$ cat config.mk
export PLATFORM = sky130hd
export DESIGN_NAME = sbtf_front
export DESIGN_NICKNAME = d
export VERILOG_FILES = /design/src/rtl/sbtf_pkg.sv /design/src/rtl/sbtf_front.sv
export VERILOG_INCLUDE_DIRS = /design/src /design/src/rtl
export SDC_FILE = /design/constraint.sdc
export NUM_CORES = 2
export LEC_CHECK = 0
export ABC_AREA = 0
export BUFFER_PORTS_ARGS = -buffer_cell sky130_fd_sc_hd__buf_4
export CAP_MARGIN = 20
export CORE_AREA = 2 2 262 264
export CTS_CLUSTER_SIZE = 40
export DETAILED_ROUTE_END_ITERATION = 6
export DIE_AREA = 0 0 264 266
export PLACE_DENSITY = 0.82
export SLEW_MARGIN = 20
export SYNTH_ARGS = -nofsm -noshare
export SYNTH_HDL_FRONTEND = slang
export SYNTH_SLANG_ARGS = --single-unit
$ cat constraint.sdc
create_clock -name clk_i -period 8.1 [get_ports clk_i]
set_input_delay 1.62 -clock clk_i [delete_from_list [all_inputs] [get_ports clk_i]]
set_output_delay 1.62 -clock clk_i [all_outputs]
set_load 0.02 [all_outputs]
$ cat src/rtl/assert_macros.svh
// Assertion macros shared by the branch target fixup RTL.
`ifndef ASSERT_MACROS_SVH
`define ASSERT_MACROS_SVH

// Property that must hold at every clock edge out of reset.
`define SBTF_ASSERT(name, prop, msg) \
  name: assert property (@(posedge clk_i) disable iff (!rst_ni) (prop)) else $error(msg);

// Implication checked at every clock edge out of reset.
`define SBTF_ASSERT_IMP(name, ante, cons, msg) \
  name: assert property (@(posedge clk_i) disable iff (!rst_ni) (ante) |-> (cons)) \
    else $error(msg);

`endif

$ cat src/rtl/sbtf_pkg.sv
// Types and constants shared by the branch target fixup modules.
`default_nettype none

package sbtf_pkg;

  localparam int unsigned STACK_DEPTH_DEF = 32;
  localparam int unsigned MAX_MIDS_DEF    = 16;
  localparam int unsigned QUEUE_DEPTH     = 2;
  localparam int unsigned ID_W            = 16;
  localparam int unsigned ADDR_W          = 17;
  localparam int unsigned STEP_PLAIN      = 2;
  localparam int unsigned STEP_EXT        = 4;

  // Incoming command codes
  typedef enum logic [1:0] {
    CMD_PUSH = 2'd0,
    CMD_POP  = 2'd1,
    CMD_MID  = 2'd2
  } cmd_e;

  // Completion status of a command
  typedef enum logic [2:0] {
    ST_OK       = 3'd0,
    ST_EMPTY    = 3'd1,
    ST_MISMATCH = 3'd2,
    ST_NOLOOP   = 3'd3,
    ST_OVERFLOW = 3'd4
  } status_e;

  // Work handed from the front to the back
  typedef enum logic [1:0] {
    OP_PLAIN    = 2'd0,
    OP_MID      = 2'd1,
    OP_IF_POP   = 2'd2,
    OP_LOOP_POP = 2'd3
  } op_e;

  // Back end sequencer states
  typedef enum logic [1:0] {
    BK_IDLE       = 2'd0,
    BK_IF_READ    = 2'd1,
    BK_LOOP_START = 2'd2,
    BK_LOOP_MIDS  = 2'd3
  } bk_state_e;

  typedef struct packed {
    op_e               op;
    status_e           status;
    logic              patch;
    logic [ID_W-1:0]   id;
    logic [ID_W-1:0]   start;
    logic              ext;
  } desc_t;

endpackage

`default_nettype wire

$ cat src/rtl/sbtf_front.sv
// Front end: accepts commands, keeps the frame and loop stacks, classifies work.
`default_nettype none
`include "assert_macros.svh"

module sbtf_front #(
  parameter int unsigned STACK_DEPTH = sbtf_pkg::STACK_DEPTH_DEF,
  parameter int unsigned MAX_MIDS    = sbtf_pkg::MAX_MIDS_DEF,
  localparam int unsigned FW = (STACK_DEPTH > 1) ? $clog2(STACK_DEPTH) : 1,
  localparam int unsigned TW = $clog2(STACK_DEPTH + 1),
  localparam int unsigned CW = $clog2(MAX_MIDS + 1),
  localparam int unsigned MD = STACK_DEPTH * MAX_MIDS,
  localparam int unsigned AW = (MD > 1) ? $clog2(MD) : 1
) (
  input  wire logic                      clk_i,
  input  wire logic                      rst_ni,
  input  wire logic                      in_valid_i,
  output logic                           in_stall_o,
  input  wire logic [1:0]                command_i,
  input  wire logic                      jump_kind_i,
  input  wire logic [sbtf_pkg::ID_W-1:0] cf_id_i,
  input  wire logic                      extended_alu_i,
  output logic                           q_push_o,
  output sbtf_pkg::desc_t                q_desc_o,
  output logic [AW-1:0]                  q_addr_o,
  output logic [CW-1:0]                  q_n_o,
  input  wire logic                      q_full_i
);

  // Frame stack entries; only entries below the tops are read
  logic                      kind_q  [STACK_DEPTH];
  logic [sbtf_pkg::ID_W-1:0] start_q [STACK_DEPTH];
  logic [CW-1:0]             cnt_q   [STACK_DEPTH];
  logic [FW-1:0]             lidx_q  [STACK_DEPTH];

  logic [TW-1:0] top_q, top_d;
  logic [TW-1:0] ltop_q, ltop_d;
  logic [TW-1:0] top_m1, ltop_m1;
  logic [FW-1:0] top_idx, push_idx, loop_f, mid_f, cnt_idx;
  logic [CW-1:0] mid_n, pop_n, cnt_wdata;
  logic          accept;
  logic          wr_frame, wr_loop, wr_cnt;

  assign in_stall_o = q_full_i;
  assign accept     = in_valid_i && !q_full_i;
  assign q_push_o   = accept;

  assign top_m1   = top_q - TW'(1);
  assign ltop_m1  = ltop_q - TW'(1);
  assign top_idx  = top_m1[FW-1:0];
  assign push_idx = top_q[FW-1:0];
  assign loop_f   = lidx_q[ltop_m1[FW-1:0]];
  assign mid_f    = jump_kind_i ? loop_f : top_idx;
  assign mid_n    = cnt_q[mid_f];
  assign pop_n    = (cnt_q[top_idx] >= CW'(MAX_MIDS)) ? CW'(MAX_MIDS) : cnt_q[top_idx];

  // Command classification and stack bookkeeping
  always_comb begin
    q_desc_o        = '0;
    q_desc_o.op     = sbtf_pkg::OP_PLAIN;
    q_desc_o.status = sbtf_pkg::ST_OK;
    q_desc_o.id     = cf_id_i;
    q_desc_o.ext    = extended_alu_i;
    q_addr_o        = '0;
    q_n_o           = '0;
    top_d           = top_q;
    ltop_d          = ltop_q;
    wr_frame        = 1'b0;
    wr_loop         = 1'b0;
    wr_cnt          = 1'b0;
    cnt_idx         = push_idx;
    cnt_wdata       = '0;
    case (sbtf_pkg::cmd_e'(command_i))
      sbtf_pkg::CMD_PUSH: begin
        if (top_q == TW'(STACK_DEPTH) || (jump_kind_i && ltop_q == TW'(STACK_DEPTH))) begin
          q_desc_o.status = sbtf_pkg::ST_OVERFLOW;
        end else begin
          wr_frame = 1'b1;
          wr_cnt   = 1'b1;
          top_d    = top_q + TW'(1);
          if (jump_kind_i) begin
            wr_loop = 1'b1;
            ltop_d  = ltop_q + TW'(1);
          end
        end
      end
      sbtf_pkg::CMD_MID: begin
        if (top_q == '0) begin
          q_desc_o.status = sbtf_pkg::ST_EMPTY;
        end else if (jump_kind_i && (ltop_q == '0 || TW'(loop_f) >= top_q)) begin
          q_desc_o.status = sbtf_pkg::ST_NOLOOP;
        end else if (mid_n >= CW'(MAX_MIDS)) begin
          q_desc_o.status = sbtf_pkg::ST_OVERFLOW;
        end else begin
          q_desc_o.op    = sbtf_pkg::OP_MID;
          q_desc_o.patch = !kind_q[mid_f];
          q_desc_o.start = start_q[mid_f];
          q_addr_o       = AW'(AW'(mid_f) * AW'(MAX_MIDS)) + AW'(mid_n);
          wr_cnt         = 1'b1;
          cnt_idx        = mid_f;
          cnt_wdata      = mid_n + CW'(1);
        end
      end
      sbtf_pkg::CMD_POP: begin
        if (top_q == '0) begin
          q_desc_o.status = sbtf_pkg::ST_EMPTY;
        end else if (kind_q[top_idx] != jump_kind_i) begin
          q_desc_o.status = sbtf_pkg::ST_MISMATCH;
        end else begin
          q_desc_o.op    = jump_kind_i ? sbtf_pkg::OP_LOOP_POP : sbtf_pkg::OP_IF_POP;
          q_desc_o.start = start_q[top_idx];
          q_addr_o       = AW'(AW'(top_idx) * AW'(MAX_MIDS));
          q_n_o          = pop_n;
          top_d          = top_m1;
          if (jump_kind_i && ltop_q != '0) begin
            ltop_d = ltop_m1;
          end
        end
      end
      default: begin
        q_desc_o.status = sbtf_pkg::ST_OK;
      end
    endcase
  end

  // Stack pointers
  always_ff @(posedge clk_i or negedge rst_ni) begin
    if (!rst_ni) begin
      top_q  <= '0;
      ltop_q <= '0;
    end else if (accept) begin
      top_q  <= top_d;
      ltop_q <= ltop_d;
    end
  end

  // Stack entries
  always_ff @(posedge clk_i) begin
    if (accept) begin
      if (wr_frame) begin
        kind_q[push_idx]  <= jump_kind_i;
        start_q[push_idx] <= cf_id_i;
      end
      if (wr_loop) begin
        lidx_q[ltop_q[FW-1:0]] <= push_idx;
      end
      if (wr_cnt) begin
        cnt_q[cnt_idx] <= cnt_wdata;
      end
    end
  end

  `SBTF_ASSERT(a_loop_within_frames, ltop_q <= top_q, "more loops open than frames")
  `SBTF_ASSERT(a_top_bounded, top_q <= TW'(STACK_DEPTH), "frame stack pointer out of range")

endmodule

`default_nettype wire

# Yosys cells after proc, flatten, opt, wreduce, memory -nomap -nowiden
# Memories as Yosys holds them, arrays and structs flattened.
# Index checks and enable logic that the tools add are counted.
# W data, S select, Z words.
word_totals:
  mem_bits_rw: 864
  n_memories: 4
  ff_bits: 12
  latch_bits: 0
  input_bits: 24
  romBits: 0
mem_list:
  columns: ["memory", "depth", "word_bits", "rd", "rd_clocked_by_memory_dff", "wr", "line_no", "source"]
  rows:
  - ["start_q", 32, 16, 2, 0, 1, "sbtf_front.sv:31", "logic [sbtf_pkg::ID_W-1:0] start_q [STACK_DEPTH];"]
  - ["cnt_q", 32, 5, 2, 0, 1, "sbtf_front.sv:32", "logic [CW-1:0] cnt_q [STACK_DEPTH];"]
  - ["lidx_q", 32, 5, 1, 0, 1, "sbtf_front.sv:33", "logic [FW-1:0] lidx_q [STACK_DEPTH];"]
  - ["kind_q", 32, 1, 2, 0, 1, "sbtf_front.sv:30", "logic kind_q [STACK_DEPTH];"]
classes:
  bitwise_logic: 0
  n_mul: 0
  reduce_logical: 15
  n_div: 0
  add_sub_neg: 6
  n_shift: 0
  n_lt_le_gt_ge: 3
  n_eq_ne: 10
  muxes: 71
ops:
  columns: ["cell", "count"]
  rows:
  - ["$mux W16", 5]
  - ["$mux W5", 13]
  - ["$mux W6", 8]
  - ["$mux W9", 5]
  - ["$pmux W16 S2", 1]
  - ["$mux W1", 25]
  - ["$pmux W6 S2", 2]
  - ["$pmux W9 S2", 1]
  - ["$add A6 B1 Y6 const B", 2]
  - ["$eq A6 B6 Y1 const B", 2]
  - ["$logic_not A6 Y1", 2]
  - ["$mux W3", 4]
  - ["$sub A6 B1 Y6 const B", 2]
  - ["$ge A5 B5 Y1 const B", 2]
  - ["$ne A2 B2 Y1 const B", 5]
  - ["$add A9 B5 Y9", 1]
  - ["$pmux W3 S3", 1]
  - ["$mux W2", 4]
  - ["$reduce_and A7 Y1", 1]
  - ["$ge A5 B6 Y1", 1]
  - ["$reduce_bool A6 Y1", 1]
  - ["$add A5 B1 Y5 const B", 1]
  - ["$reduce_and A5 Y1", 1]
  - ["$logic_and A1 B1 Y1", 4]
  - ["other kinds (9)", 11]

# Depth between registers and ports, before layout
# An unclocked memory read counts as a cell.
logic_depth:
  ltp_word: 12
  ltp_mapped: 24
  depth_no_buf: 20

# Worst setup path after synthesis
# No wires, ideal clock.
synth_timing:
  path_type: "flip-flop to output port"
  start: "register top_q[0]"
  end: "output port q_addr_o[6]"
  path_stages_with_launch: 19
  arrival_ps: 6076
  required_ps: 6480
  setup_slack_ps: 404
  cell_sequence: "dfrtp_1 -> clkbuf_1 -> clkbuf_1 -> buf_1 -> clkbuf_1 -> inv_1 -> ha_1 -> clkbuf_1 -> buf_1 -> clkbuf_1 -> mux4_2 -> mux4_2 -> nand2_1 -> nand2_1 -> ha_1 -> nor3_1 -> nand2_1 -> clkbuf_1 -> o22ai_1"
synth_via:
  elab_chain_cells: 8
synth_rtl:
  columns: ["item", "line_no", "source"]
  rows:
  - ["start: declaration", "sbtf_front.sv:35", "logic [TW-1:0] top_q, top_d;"]
  - ["start signal: assignment", "sbtf_front.sv:131", "top_q <= top_d;"]
  - ["$sub A6 B1 Y6", "sbtf_front.sv:47", "assign top_m1 = top_q - TW'(1);"]
  - ["$mux W5", "sbtf_front.sv:52", "assign mid_f = jump_kind_i ? loop_f : top_idx;"]
  - ["$mem_v2 Z32 W5", null, null]
  - ["$add A9 B5 Y9 / $ge A5 B5 Y1 (equally long branches)", "sbtf_front.sv:97, sbtf_front.sv:91", null]
  - ["$mux W9", "sbtf_front.sv:91", "end else if (mid_n >= CW'(MAX_MIDS)) begin"]
  - ["$mux W9", "sbtf_front.sv:89", "end else if (jump_kind_i && (ltop_q == '0 || TW'(loop_f) >= top_q)) begin"]
  - ["$mux W9", "sbtf_front.sv:87", "if (top_q == '0) begin"]
  - ["$pmux W9 S2 (*)", "sbtf_front.sv:72", "case (sbtf_pkg::cmd_e'(command_i))"]
  - ["end: declaration", "sbtf_front.sv:24", "output logic [AW-1:0] q_addr_o,"]
# Every way passes the cells marked *; elsewhere a longest branch is shown, timed or not.

==> metrics <==
CTS Hold Bufs 0; maxcap violations 0; Final Critical Period 8200 ps; die area 0.0702 mm²; Slew @ Worst Pin 1280 ps; status finished, violations left; Setup CP Type flip-flop to output port; Post-Syn Nets 3084; Via density 7.22; critical path required time 6480 ps; sequential fraction of the synthesis area 0.623; Ys Warns 0; 1st-iter DRT viols 5013; startpoint type of the worst setup path flip-flop; DIE WIDTH 264 µm; maximum clock rate 122 MHz; RD Place Congestion 0.973; cells after synthesis 3037; Worst-path clk slew 60 ps; 1st-pass router iterations 7; Via Count 28900; Buffers on Ports 76; EDFF count, synth 864; CP Cell Sequence inv_2, ha_1, xor2_1, buf_4, mux2i_1, o21ai_0, nand4_1, buf_4, mux2i_4, buf_12, nor2_4, buf_4, nand3_1, nand4_1, o21ai_0, nor3_1, o22ai_1, buf_4; clk root buf clkbuf_16; Final HPWL DP 72200 µm; Starting Density 0.622; CTS tree done; CTS Buffer Depth 3; Hold Path Class flip-flop to flip-flop; row cnt 96; Nets 3099; CTS sink cnt 876; final setup vio count 1; vias in the first global route 28700; fillers 4354; final cell count without fillers 4004; Final Max Slew Viols 0; FF/Latch Area 0.0263 mm²; layout cell share with drive strength beyond 1 0.199; Post-Route WL 123000 µm; GRT Util Overall 0.354; CTS H-tree lvls 3; Most Frequent Cell on Critical Path buf_4; largest net degree at the start of global routing 208; most instantiated cells after synthesis edfxtp_1 (864), nand2_1 (604), nand3_1 (352); CTS Buf Count 89; antenna violations before repair 1; Worst-Skew Late Latency 640 ps; top cell type's share of synthesized area 0.616; RSZ-0062 raised after global routing no; crit path buf inv count 6; wire per inst 30.8 µm; global-route wire length before repair 182000 µm; core area 0.0677 mm²; Die Y 266 µm; Slowest cell on crit path nor3_1; fin crit share 1.01; Synth cell types 88; CP top delay family simple AND/OR/NAND/NOR gates; Synth area leader edfxtp_1; Worst EP arrival 6580 ps; Syn Std Cell Area 0.0421 mm²; grt ovf 0; remaining antenna violation count after routing 0; number of cells after detailed placement 3840; Yosys reg bits 876; Place WS 883 ps; Worst Path Max Fanout 183; DRC Markers 0; ys async rst share 0.0137; failing checks negative setup slack; area delta synth->final 10.2%; area of the multi-input gates 0.0151 mm²; top-count cell post-synth edfxtp_1; # IOs 79; post-synthesis average cell area 13.9 µm²; Largest stage delay, worst path 880 ps; main flop type after synthesis edfxtp_1; largest cells by area after synthesis edfxtp_1 (62%), mux4_2 (14%), nand2_1 (5.4%), nand3_1 (4.2%), mux2i_1 (2.6%); Slew HR 0.143; crit end category output port; final hold violations 0; worst setup margin -96.0 ps; Setup Skew 27.0 ps
-- worst paths after layout --
check,start,endpoint,slack (ps),cells past startpoint
max in group asynchronous,rst_ni,top_q[0]$_DFFE_PN0P_,7060,1
worst max-delay path,ltop_q[0]$_DFFE_PN0P_,q_desc_o[9],-100,18
min in group asynchronous,rst_ni,ltop_q[3]$_DFFE_PN0P_,830,1
worst min register to register,ltop_q[5]$_DFFE_PN0P_,ltop_q[5]$_DFFE_PN0P_,500,1
worst max register to register,ltop_q[0]$_DFFE_PN0P_,cnt_q[18][4]$_DFFE_PP_,1240,19
worst min-delay path,ltop_q[5]$_DFFE_PN0P_,ltop_q[5]$_DFFE_PN0P_,500,1
-- per-stage QoR --
stage	utilization	setup TNS, ps	instance area (µm²)	hold slack [ps]
4_1_cts	0.685	0	46400	497
6_report	0.686	-96.0	46400	500
3_5_place_dp	0.645	0	43700	488
3_3_place_gp	0.645	0	43700	488
2_1_floorplan	-	0	42100	464
5_1_grt	0.685	0	46400	532
-- layout make-up --
type	instances	area share
Timing Repair Buffer	152	0.0256
Antenna cell	2	0.000108
Clock inverter	51	0.00827
Inverter	23	0.00213
Multi-Input combinational cell	1910	0.324
Sequential cell	876	0.565
Tap cell	882	0.0238
Clock buffer	108	0.0504
-- layout by cell type, fill, tap and decap left out, types with 25 or more instances in the layout --
cell type	Yosys	final
mux4_2	256	256
nand3_1	352	352
o21ai_0	45	45
nand2_1	604	604
a21oi_1	70	70
edfxtp_1	864	864
nor3_1	29	28
nor2_1	135	99
nand4_1	25	25
clkbuf_16	0	90
buf_4	26	148
mux2i_1	111	110
-- state kept, by name, indices dropped and copies added (netlist names) --
name     cells
lidx_q     160
top_q        6
cnt_q      160
start_q    512
kind_q      32
ltop_q       6
-- cell families (layout without fill, tap and decap cells) --
group                      Yosys count  count (layout)  share of synthesized area
muxes                              378             378                      0.166
DFF                                876             876                      0.623
other                                0               2                          0
and+or+nand+nor                   1208            1208                      0.125
buffers and inverters              251             334                     0.0264
AOI/OAI and AO/OA                  276             276                     0.0470
adders and majority gates           23              23                    0.00683
xor gates and xnor gates            25              25                    0.00537
-- metal layers --
layer  part of all wire  global-route usage  up-vias  wire length, µm
li1                   -                   -    11700                -
met1               0.33               0.461    14100            41300
met2               0.46               0.544     2510            57000
met3               0.14              0.0975      555            17000
met4              0.065               0.199        0             8050
met5                  0                   0        -                0
-- what timing repair did --
item                                    4_1_cts  5_1_grt
resized for setup                             0        1
endpoints found under the setup margin        0        3
setup buffers                                 0        3
Power is not shown: default switching activity piles up to over one toggle a cycle in this logic, so the estimate is an artifact.
