`config.mk`:
```
export PLATFORM = sky130hd
export DESIGN_NAME = sbtf_queue
export DESIGN_NICKNAME = d
export VERILOG_FILES = /design/src/rtl/sbtf_queue.sv
export VERILOG_INCLUDE_DIRS = /design/src /design/src/rtl
export SDC_FILE = /design/constraint.sdc
export NUM_CORES = 1
export LEC_CHECK = 0
export BUFFER_PORTS_ARGS = -buffer_cell sky130_fd_sc_hd__buf_2
export CELL_PAD_IN_SITES_DETAIL_PLACEMENT = 1
export CELL_PAD_IN_SITES_GLOBAL_PLACEMENT = 1
export CORE_MARGIN = 2
export CORE_UTILIZATION = 43
export CTS_BUF_LIST = sky130_fd_sc_hd__clkbuf_8
export DETAILED_ROUTE_END_ITERATION = 8
export GPL_TIMING_DRIVEN = 0
export HOLD_SLACK_MARGIN = 0.05
export PLACE_DENSITY_LB_ADDON = 0.25
export SETUP_SLACK_MARGIN = 0.1
export SYNTH_ARGS = -nofsm -noshare
export SYNTH_HDL_FRONTEND = slang
export SYNTH_SLANG_ARGS = --single-unit
```
`constraint.sdc`:
```
create_clock -name clk_i -period 1.84 [get_ports clk_i]
set_input_delay 0.368 -clock clk_i [delete_from_list [all_inputs] [get_ports clk_i]]
set_output_delay 0.368 -clock clk_i [all_outputs]
set_load 0.1 [all_outputs]
```
`src/rtl/assert_macros.svh`:
```
// Assertion macros shared by the branch target fixup RTL.
`ifndef ASSERT_MACROS_SVH
`define ASSERT_MACROS_SVH

// Property that must hold at every clock edge out of reset.
`define SBTF_ASSERT(name, prop, msg) \
  name: assert property (@(posedge clk_i) disable iff (!rst_ni) (prop)) else $error(msg);

// Implication checked at every clock edge out of reset.
`define SBTF_ASSERT_IMP(name, ante, cons, msg) \
  name: assert property (@(posedge clk_i) disable iff (!rst_ni) (ante) |-> (cons)) \
    else $error(msg);

`endif

```
`src/rtl/sbtf_queue.sv`:
```
// Small FIFO decoupling the front end from the back end.
`default_nettype none
`include "assert_macros.svh"

module sbtf_queue #(
  parameter int unsigned WIDTH = 8,
  parameter int unsigned DEPTH = 2,
  localparam int unsigned PW = (DEPTH > 1) ? $clog2(DEPTH) : 1,
  localparam int unsigned NW = $clog2(DEPTH + 1)
) (
  input  wire logic             clk_i,
  input  wire logic             rst_ni,
  input  wire logic             push_i,
  input  wire logic [WIDTH-1:0] wdata_i,
  output logic                  full_o,
  input  wire logic             pop_i,
  output logic                  valid_o,
  output logic      [WIDTH-1:0] rdata_o
);

  logic [WIDTH-1:0] slot_q [DEPTH];
  logic [PW-1:0]    wr_ptr_q, wr_ptr_d;
  logic [PW-1:0]    rd_ptr_q, rd_ptr_d;
  logic [NW-1:0]    count_q, count_d;
  logic             do_push, do_pop;

  assign full_o  = (count_q == NW'(DEPTH));
  assign valid_o = (count_q != '0);
  assign rdata_o = slot_q[rd_ptr_q];
  assign do_push = push_i && !full_o;
  assign do_pop  = pop_i && valid_o;

  // Pointer and fill level update
  always_comb begin
    wr_ptr_d = wr_ptr_q;
    rd_ptr_d = rd_ptr_q;
    count_d  = count_q;
    if (do_push) begin
      wr_ptr_d = (wr_ptr_q == PW'(DEPTH - 1)) ? '0 : wr_ptr_q + PW'(1);
    end
    if (do_pop) begin
      rd_ptr_d = (rd_ptr_q == PW'(DEPTH - 1)) ? '0 : rd_ptr_q + PW'(1);
    end
    if (do_push && !do_pop) begin
      count_d = count_q + NW'(1);
    end else if (do_pop && !do_push) begin
      count_d = count_q - NW'(1);
    end
  end

  always_ff @(posedge clk_i or negedge rst_ni) begin
    if (!rst_ni) begin
      wr_ptr_q <= '0;
      rd_ptr_q <= '0;
      count_q  <= '0;
    end else begin
      wr_ptr_q <= wr_ptr_d;
      rd_ptr_q <= rd_ptr_d;
      count_q  <= count_d;
    end
  end

  // Storage slots
  always_ff @(posedge clk_i) begin
    if (do_push) begin
      slot_q[wr_ptr_q] <= wdata_i;
    end
  end

  `SBTF_ASSERT(a_queue_level, count_q <= NW'(DEPTH), "queue fill level beyond depth")

endmodule

`default_nettype wire

```
After elaboration in Yosys (flattened, before gate mapping)
Memory sizes are Yosys's and may differ from the RTL's.
Index checks and enable logic that the tools add are counted.
- add/subtract/negate cells: 4
- multiply operators: 0
- divide/modulo/power cells: 0
- order comparisons: 0
- equal/unequal tests: 1
- shift operators: 0
- multiplexer cells: 6
- bitwise operators: 0
- reductions and logical operators: 9
- operator list (operator ; number):
    logical AND 1 bit ; 4
    2-to-1 mux 1 bit ; 4
    2-to-1 mux 2 bit ; 2
    nonzero test 2 bit ; 2
    zero test 1 bit ; 3
    adder 1 bit, second input constant ; 2
    adder 2 x 1 -> 2 bit, second input constant ; 1
    == test 2 bit, second input constant ; 1
    subtractor 2 x 1 -> 2 bit, second input constant ; 1
- register bits after elaboration: 4
- latch bits: 0
- bits in writable memories: 16
- bits in read-only memories: 0
- output and inout bits: 10
- word-level logic and storage cells: 24
- memories kept: 1
- memory list (name ; words ; width ; rd ports ; clocked after memory_dff ; write ports ; RTL line ; RTL):
    slot_q ; 2 ; 8 ; 1 ; 0 ; 1 ; sbtf_queue.sv:21 ; logic [WIDTH-1:0] slot_q [DEPTH];

Logic depth before layout (Yosys ltp)
Gate-level depths: netlist of run 1.
- depth in word-level cells: 7
- depth in mapped cells: 7
- depth with buffers taken out: 7

Worst setup path after synthesis of run 1
No wires, ideal clock.
- path kind: flip-flop to output port
- start point: reg rd_ptr_q
- end point: out rdata_o[0]
- data arrival time: 1.292 ns
- path slack: 0.180 ns
- cell stages (with the launch flop): 3
- buffers on the path: 1
- cell sequence: dfrtp_1 -> buf_2 -> mux2_1
- word-level cells in the longest chain between the ends: 1
- RTL lines (item ; RTL line ; RTL):
    from (decl) ; sbtf_queue.sv:23 ; logic [PW-1:0] rd_ptr_q, rd_ptr_d;
    from (signal assigned) ; sbtf_queue.sv:58 ; rd_ptr_q <= rd_ptr_d;
    memory (2 x 8 bit) ; - ;
    to (decl) ; sbtf_queue.sv:18 ; output logic [WIDTH-1:0] rdata_o
No other way between the ends.

Final worst setup path of run 1
Same ends and word-level chain as after synthesis.

==> out/results.ini, run 1 <==
[clock_tree]
ctsLongestPathBuffers = 2
numCtsBuffers = 3
cts_tree = done
cts_setup_buffers = 0
cts-root-buf = clkbuf_8
htree_levels = 1
clk_latency_ns = 0.25
cts_num_sinks = 20
path_clk_slew_ns = 0.07

[job]
cap_violations = 0

[worst_hold_path]
min_path_cells = 1
hold_start = wdata_i[2]
hp-class = in2reg
worstHoldEndpoint = slot_q[0][2]

[worst_setup_path]
cp_data_required_time_ns = 1.47
reg2reg_to = slot_q[0][6]
critPathMaxFanout = 9
reg2reg_depth = 3
ff2ff_setup_slack_ns = 0.25
crit_type = reg2out
worstPathArrival_ns = 1.32
start_kind = flip-flop
end_kind = primary output
r2r-start = count_q[0]

[sta]
fmax_mhz = 590.8
skew_ns = 0.001554
slew_violations = 0
setup_tns_ns = 0
min_period_ns = 1.692
worstMarginPinSlew_ns = 0.6932
timing.final.crit_share = 0.9198
hold_viol = 0
slew_headroom = 0.5361
rsz0062_at_grt = false
setup_viol = 0

[routing]
wl_per_cell_um = 12.96
wl_mm = 1.231
antenna_left = 0
drt_pass1_iterations = 3
drc = 0
vias = 437
drt-vias-per-instance = 4.600
drt_iter0_drc = 18

[synth]
syn-num-nets = 57
ys_seq_elements = 20
yosysUniqueCellTypes = 14
postSynthCellCount = 44
yosys_warnings = 0
synth.avg_cell_area_sq_um = 17.86
synth_area_sq_um = 785.8
seq_area_frac_synth = 0.7389

[layout]
areaGrowthSynthToFinish_pct = 32.64
fillers = 166
drive_above_1_share = 0.4143
layout.nets = 84
antenna_cells = 0

[die]
fp.dieH_um = 46.75
die-area_sq_mm = 0.002185
design.portCount = 22
initial_utilization = 0.4551
core_area_sq_mm = 0.001727
core.rowCount = 15
fp.dieW_um = 46.75

[grt]
grt_pass1_vias = 430
grt_max_degree = 12
globalRouteTotalUtil = 0.1280
antenna_found_initial = 0
grt_pass1_wl_mm = 1.828
grt.overflow.total = 0

[placed_design]
dpl.hpwl_um = 902.9
routabilityCongestion = 0.6773
port_buffers = 21

[outcome]
outcome = completed

layer usage:
metal,up-vias,GRT usage,share of wire
li1,209,-,-
met1,216,0.1371,0.41
met2,10,0.2306,0.55
met3,2,0.03462,0.028
met4,0,0.06667,0.0073
met5,-,0,0
worst max path at each step:
stage / from / to / slack (ns) / cells past startpoint
CTS: rd_ptr_q / rdata_o[0] / 0.10 / 3
global route: rd_ptr_q / rdata_o[5] / 0.09 / 3
global placement: count_q[0] / slot_q[0][2] / 0.25 / 3
floorplan: rd_ptr_q / rdata_o[0] / 0.18 / 2
detailed placement: count_q[0] / slot_q[0][2] / 0.21 / 3
finish: rd_ptr_q / rdata_o[0] / 0.15 / 3
worst max-delay path, stage by stage, from the launching register on:
cell,delay (ns)
dfrtp_1,0.37
buf_4,0.18
mux2_1,0.34
buf_6,0.19
state kept, by name (all words and copies together) (netlist names):
register and cells:
slot_q 16, count_q 2, rd_ptr_q 1, wr_ptr_q 1
cell families after synthesis:
| family | count (synthesis) | synth area share |
|---|---|---|
| fa+ha+maj | 1 | 0.01592 |
| mux | 8 | 0.1147 |
| xor+xnor | 5 | 0.05574 |
| flops | 20 | 0.7389 |
| simple gates | 7 | 0.05894 |
| buf+inv | 3 | 0.01592 |
what timing repair did:
item	4_1_cts	5_1_grt
cloned	0	0
hold endpoints to repair	4	0
endpoints found under the setup margin	8	8
resized for setup	10	8
hold buffers	1	0
cell usage after synthesis, drive strengths merged:
cell,number,area [sq um]
or2,1,8.760
ha,1,12.51
inv,2,7.510
and3,1,6.260
xor2,2,17.52
dfrtp,4,100.1
edfxtp,16,480.5
mux2,8,90.09
nand2b,1,6.260
nor2,2,7.510
buf,1,5.000
xnor2,3,26.28
nand2,2,17.52
through the flow:
stage | cell area (sq um) | std cells | hold WS, ns | util | setup slack [ns]
after floorplan | 785.8 | 44 | 0.07241 | - | 0.1804
after global placement | 922.1 | 90 | 0.1820 | 0.5341 | 0.2517
after detailed placement | 922.1 | 90 | 0.1838 | 0.5341 | 0.2148
after CTS | 1013 | 95 | 0.2977 | 0.5870 | 0.1047
after global routing | 1042 | 95 | 0.2965 | 0.6036 | 0.09263
final | 1042 | 95 | 0.3025 | 0.6036 | 0.1475
layout by cell type (no fill, tap or decap), drive strengths merged:
master,synthesis,routed
dlygate4sd3,0,1
and3,1,1
nor2,2,2
buf,1,21
inv,2,2
dfrtp,4,4
xnor2,3,3
xor2,2,2
nand2b,1,1
edfxtp,16,16
or2,1,1
nand2,2,2
mux2,8,8
ha,1,1
clkbuf,0,5
area by class of cell:
cell class	instances	area, sq um	area share
multi-input cells	21	192.7	0.1849
inverters	2	7.507	0.007203
well taps	25	31.28	0.03001
repair buffers	22	167.7	0.1609
plain buffers	1	7.507	0.007203
flip-flops and latches	20	580.6	0.5570
clock buffers	4	55.05	0.05282
Power of run 1 is not shown: default switching activity piles up to over one toggle a cycle in this logic, so the estimate is an artifact.
==> run 2, diff against run 1 <==
--- a/config.mk
+++ b/config.mk
@@ -6,7 +6,7 @@
 export SDC_FILE = /design/constraint.sdc
 export NUM_CORES = 1
 export LEC_CHECK = 0
-export BUFFER_PORTS_ARGS = -buffer_cell sky130_fd_sc_hd__buf_2
+export BUFFER_PORTS_ARGS = -buffer_cell sky130_fd_sc_hd__buf_4
 export CELL_PAD_IN_SITES_DETAIL_PLACEMENT = 1
 export CELL_PAD_IN_SITES_GLOBAL_PLACEMENT = 1
 export CORE_MARGIN = 2
==> out/results.ini, run 2 (same netlist as run 1, synthesis figures left out) <==
[outcome]
outcome = completed

[clock_tree]
ctsLongestPathBuffers = 2
path_clk_slew_ns = 0.06
clk_latency_ns = 0.24
htree_levels = 1
numCtsBuffers = 3
cts_tree = done
cts-root-buf = clkbuf_8
cts_num_sinks = 20

[worst_setup_path]
crit_slowest_cell = dfrtp_1
r2r-start = count_q[0]
reg2reg_depth = 3
crit_type = reg2out
cp_top_family = flip-flops
critPathMaxFanout = 9
path_cells = buf_4 > mux2_1 > buf_6
cp_data_required_time_ns = 1.47
start_kind = flip-flop
worstPathArrival_ns = 1.31
cpPeakStageDelay_ns = 0.36
crit_buf_inv = 2
reg2reg_to = slot_q[0][1]
end_kind = primary output
ff2ff_setup_slack_ns = 0.26

[grt]
grt.overflow.total = 0
grt_max_degree = 11
grt_pass1_vias = 436
globalRouteTotalUtil = 0.1311
antenna_found_initial = 0
grt_pass1_wl_mm = 1.932

[worst_hold_path]
hp-class = in2reg
worstHoldEndpoint = slot_q[0][2]
hold_start = wdata_i[2]
min_path_cells = 1

[routing]
wl_per_cell_um = 12.66
drt_iter0_drc = 1
drc = 0
vias = 432
drt-vias-per-instance = 4.596
antenna_left = 0
wl_mm = 1.190
drt_pass1_iterations = 2

[sta]
worstMarginPinSlew_ns = 0.6870
skew_ns = 0.002185
setup_tns_ns = 0
hold_viol = 0
fmax_mhz = 595.5
setup_viol = 0
slew_headroom = 0.5403
rsz0062_at_grt = false
timing.final.crit_share = 0.9127
timing.hold.ws_ns = 0.3070
slew_violations = 0
min_period_ns = 1.679

[die]
design.portCount = 22
initial_utilization = 0.4551
die-area_sq_mm = 0.002185
core_area_sq_mm = 0.001727
fp.dieH_um = 46.75
fp.dieW_um = 46.75
core.rowCount = 15

[layout]
layout.nets = 84
drive_above_1_share = 0.4058
largest_register_ffs = 16
largestRegisters = slot_q: 16 flops, count_q: 2 flops
top_register = slot_q
layout_common_cells = edfxtp_1 (16), buf_4 (14), mux2_1 (8), buf_6 (8), dfrtp_1 (4)
areaGrowthSynthToFinish_pct = 34.71
final_common_cell = edfxtp_1
antenna_cells = 0

[placed_design]
port_buffers = 21
routabilityCongestion = 0.6574
dpl.hpwl_um = 913.4

[job]
cap_violations = 0

-- run 2: stage by stage --
| step | setup WS (ns) | cell area, sq um | std cells | utilization |
|---|---|---|---|---|
| floorplan | 0.1804 | 785.8 | 44 | - |
| global placement | 0.2392 | 974.7 | 90 | 0.5645 |
| detailed placement | 0.2186 | 974.7 | 90 | 0.5645 |
| CTS | 0.1172 | 1028 | 94 | 0.5957 |
| global route | 0.09531 | 1059 | 94 | 0.6130 |
| finish | 0.1606 | 1059 | 94 | 0.6130 |
-- run 2: repair_timing --
item                                    in CTS  in global routing
buffers inserted                             0                  0
hold buffers                                 1                  0
hold endpoints to repair                     4                  0
gates resized for setup                      1                  8
endpoints found under the setup margin       8                  8
-- run 2: how the worst max path moves through the flow --
stage | startpoint | depth (start not counted) | end
after global routing | rd_ptr_q | 3 | rdata_o[3]
after detailed placement | count_q[0] | 3 | slot_q[0][2]
after CTS | rd_ptr_q | 3 | rdata_o[0]
after floorplan | rd_ptr_q | 2 | rdata_o[0]
final | rd_ptr_q | 3 | rdata_o[3]
after global placement | count_q[0] | 3 | slot_q[0][2]
-- run 2: metal layers --
metal	part of all wire	up-vias	GRT usage
met1	0.38	218	0.1540
met4	0	0	0.05000
met3	0.035	0	0.03462
met5	0	-	0
met2	0.58	8	0.2306
li1	-	206	-
-- run 2: layout make-up --
type,count,area (sq um)
Clock buffer,3,41.29
Timing Repair Buffer,22,197.7
Multi-Input combinational cell,21,192.7
Fill cell,182,668.1
Sequential cell,20,580.6
Tap cell,25,31.28
Inverter,2,7.507
Buffer,1,7.507
-- run 2: worst reg2reg max path, delay by kind of cell (launching register included) --
kind / cells / cell delay (ns)
DFF: 1 / 0.41
and+or+nand+nor: 3 / 0.80
Power of run 2 is left out for the same reason.
==> run 3, diff against run 2 <==
--- a/config.mk
+++ b/config.mk
@@ -6,17 +6,19 @@
 export SDC_FILE = /design/constraint.sdc
 export NUM_CORES = 1
 export LEC_CHECK = 0
+export ABC_AREA = 1
 export BUFFER_PORTS_ARGS = -buffer_cell sky130_fd_sc_hd__buf_4
 export CELL_PAD_IN_SITES_DETAIL_PLACEMENT = 1
 export CELL_PAD_IN_SITES_GLOBAL_PLACEMENT = 1
 export CORE_MARGIN = 2
-export CORE_UTILIZATION = 43
+export CORE_UTILIZATION = 41
 export CTS_BUF_LIST = sky130_fd_sc_hd__clkbuf_8
 export DETAILED_ROUTE_END_ITERATION = 8
 export GPL_TIMING_DRIVEN = 0
 export HOLD_SLACK_MARGIN = 0.05
 export PLACE_DENSITY_LB_ADDON = 0.25
 export SETUP_SLACK_MARGIN = 0.1
+export SLEW_MARGIN = 5
 export SYNTH_ARGS = -nofsm -noshare
 export SYNTH_HDL_FRONTEND = slang
 export SYNTH_SLANG_ARGS = --single-unit
==> out/results.ini, run 3 <==
[grt]
antenna_found_initial = 0
grt_max_degree = 13
grt_pass1_wl_mm = 2.842
grt.overflow.total = 0
globalRouteTotalUtil = 0.1718
grt_pass1_vias = 592

[synth]
synth.avg_cell_area_sq_um = 11.42
yosysUniqueCellTypes = 15
synthFlopType = edfxtp_1
synth-edff-count = 16
yosys-top-cells-count = nand2_1 (32), edfxtp_1 (16), inv_1 (6)
ys_seq_elements = 20
async_flop_share = 0.2000
syn-num-nets = 86
synth_area_leaders = edfxtp_1 (58%), nand2_1 (14%), dfrtp_1 (12%)
yosys.area.top_type_share = 0.5766
synth.most_common_cell = nand2_1
yosys_warnings = 0
postSynthCellCount = 73
seq_area_frac_synth = 0.6967
synth.largest_area_cell = edfxtp_1
synth_area_sq_um = 833.3

[layout]
areaGrowthSynthToFinish_pct = 41.14
largestRegisters = slot_q: 16 flops, count_q: 2 flops
fillers = 215
final_common_cell = nand2_1
layout.nets = 113
top_register = slot_q
antenna_cells = 0
drive_above_1_share = 0.3434
largest_register_ffs = 16
layout_common_cells = nand2_1 (32), edfxtp_1 (16), buf_4 (13), inv_1 (6)

[sta]
worstMarginPinSlew_ns = 0.4368
skew_ns = 0.009210
slew_violations = 0
slew_headroom = 0.7085
setup_tns_ns = 0
rsz0062_at_grt = false
timing.final.crit_share = 0.8977
min_period_ns = 1.652
hold_viol = 0
fmax_mhz = 605.4
setup_viol = 0

[die]
initial_utilization = 0.4291
fp.dieW_um = 49.08
core_area_sq_mm = 0.001942
die-area_sq_mm = 0.002409
core.rowCount = 16
fp.dieH_um = 49.08
design.portCount = 22

[worst_setup_path]
end_kind = primary output
cp_data_required_time_ns = 1.47
startpoint = rd_ptr_q
crit_type = reg2out
worstPathArrival_ns = 1.28
critPathMaxFanout = 10
r2r-start = count_q[0]
start_kind = flip-flop

[routing]
wl_per_cell_um = 14.13
antenna_left = 0
drt_iter0_drc = 3
wl_mm = 1.780
drc = 0
vias = 573
drt_pass1_iterations = 3
drt-vias-per-instance = 4.548

[placed_design]
dpl.hpwl_mm = 1.250
port_buffers = 21
routabilityCongestion = 0.7394

[clock_tree]
path_clk_slew_ns = 0.08
cts_tree = done
ctsLongestPathBuffers = 2
cts_num_sinks = 20
cts_setup_buffers = 0
clk_latency_ns = 0.27
numCtsBuffers = 3
htree_levels = 1
cts-root-buf = clkbuf_8

[worst_hold_path]
hp-class = in2reg
hold_start = wdata_i[7]

[outcome]
outcome = completed

[job]
cap_violations = 0

==> run 3: cell count changes after synthesis, moves of 2 or more <==
cell / delta
inv_1: +4
nand3_1: +2
xnor2_1: -2
xor2_1: -2
inv_2: +2
mux2_1: -8
nand2_2: +2
nand2_1: +32
==> run 3: stage by stage <==
step	utilization	setup slack (ns)	cell area (sq um)	instances	hold WS [ns]
after global routing	0.6057	0.1103	1176	126	0.2687
after detailed placement	0.5303	0.1311	1030	121	0.1697
final	0.6057	0.1882	1176	126	0.2793
after global placement	0.5303	0.2316	1030	121	0.1699
after floorplan	-	0.1514	838.3	73	0.07241
after CTS	0.5876	0.1039	1141	126	0.2798
==> run 3: repair_timing <==
item                       CTS  global route
hold buffers                 1             0
resized for setup            8             9
setup endpoints to repair    8            16
hold endpoints to repair     4             0
==> run 3: worst paths after layout <==
| path | endpoint | slack (ns) | cells after the start |
|---|---|---|---|
| max | rdata_o[2] | 0.19 | 5 |
| min | slot_q[1][7] | 0.28 | 1 |
| max reg2reg | count_q[1] | 0.35 | 8 |
| min reg2reg | count_q[1] | 0.48 | 2 |
| max in group asynchronous | count_q[1] | 1.29 | 2 |
| min in group asynchronous | rd_ptr_q | 0.44 | 2 |
==> run 3: critical path: stages, from the launching register on <==
cell	delay, ns
dfrtp_1	0.40
buf_12	0.15
inv_4	0.10
nand2_1	0.07
nand2_1	0.08
buf_6	0.22
==> run 3: kinds of logic (layout without fill, tap and decap cells) <==
group                      Yosys count  count (layout)  synth area share
xor gates and xnor gates             1               1           0.01051
AOI/OAI and AO/OA                    1               1          0.006000
DFF                                 20              20            0.6967
adders and majority gates            1               1           0.01501
and+or+nand+nor                     41              41            0.2117
buffers and inverters                9              35           0.06006
==> run 3: cell type report <==
type                            instances  area, sq um  share of cell area
Buffer                                  1        20.02             0.01702
Clock buffer                            3        41.29             0.03511
Clock inverter                          1        30.03             0.02553
Inverter                                8        32.53             0.02766
Multi-Input combinational cell         44        210.2              0.1787
Sequential cell                        20        580.6              0.4936
Tap cell                               27        33.78             0.02872
Timing Repair Buffer                   22        227.7              0.1936
==> run 3: layer usage <==
| metal | up-vias | share of wire | global-route usage |
|---|---|---|---|
| li1 | 287 | - | - |
| met1 | 267 | 0.42 | 0.1853 |
| met4 | 0 | 0.016 | 0.1000 |
| met5 | - | 0 | 0 |
| met3 | 4 | 0.036 | 0.04908 |
| met2 | 15 | 0.53 | 0.2973 |
Power of run 3 is left out for the same reason.
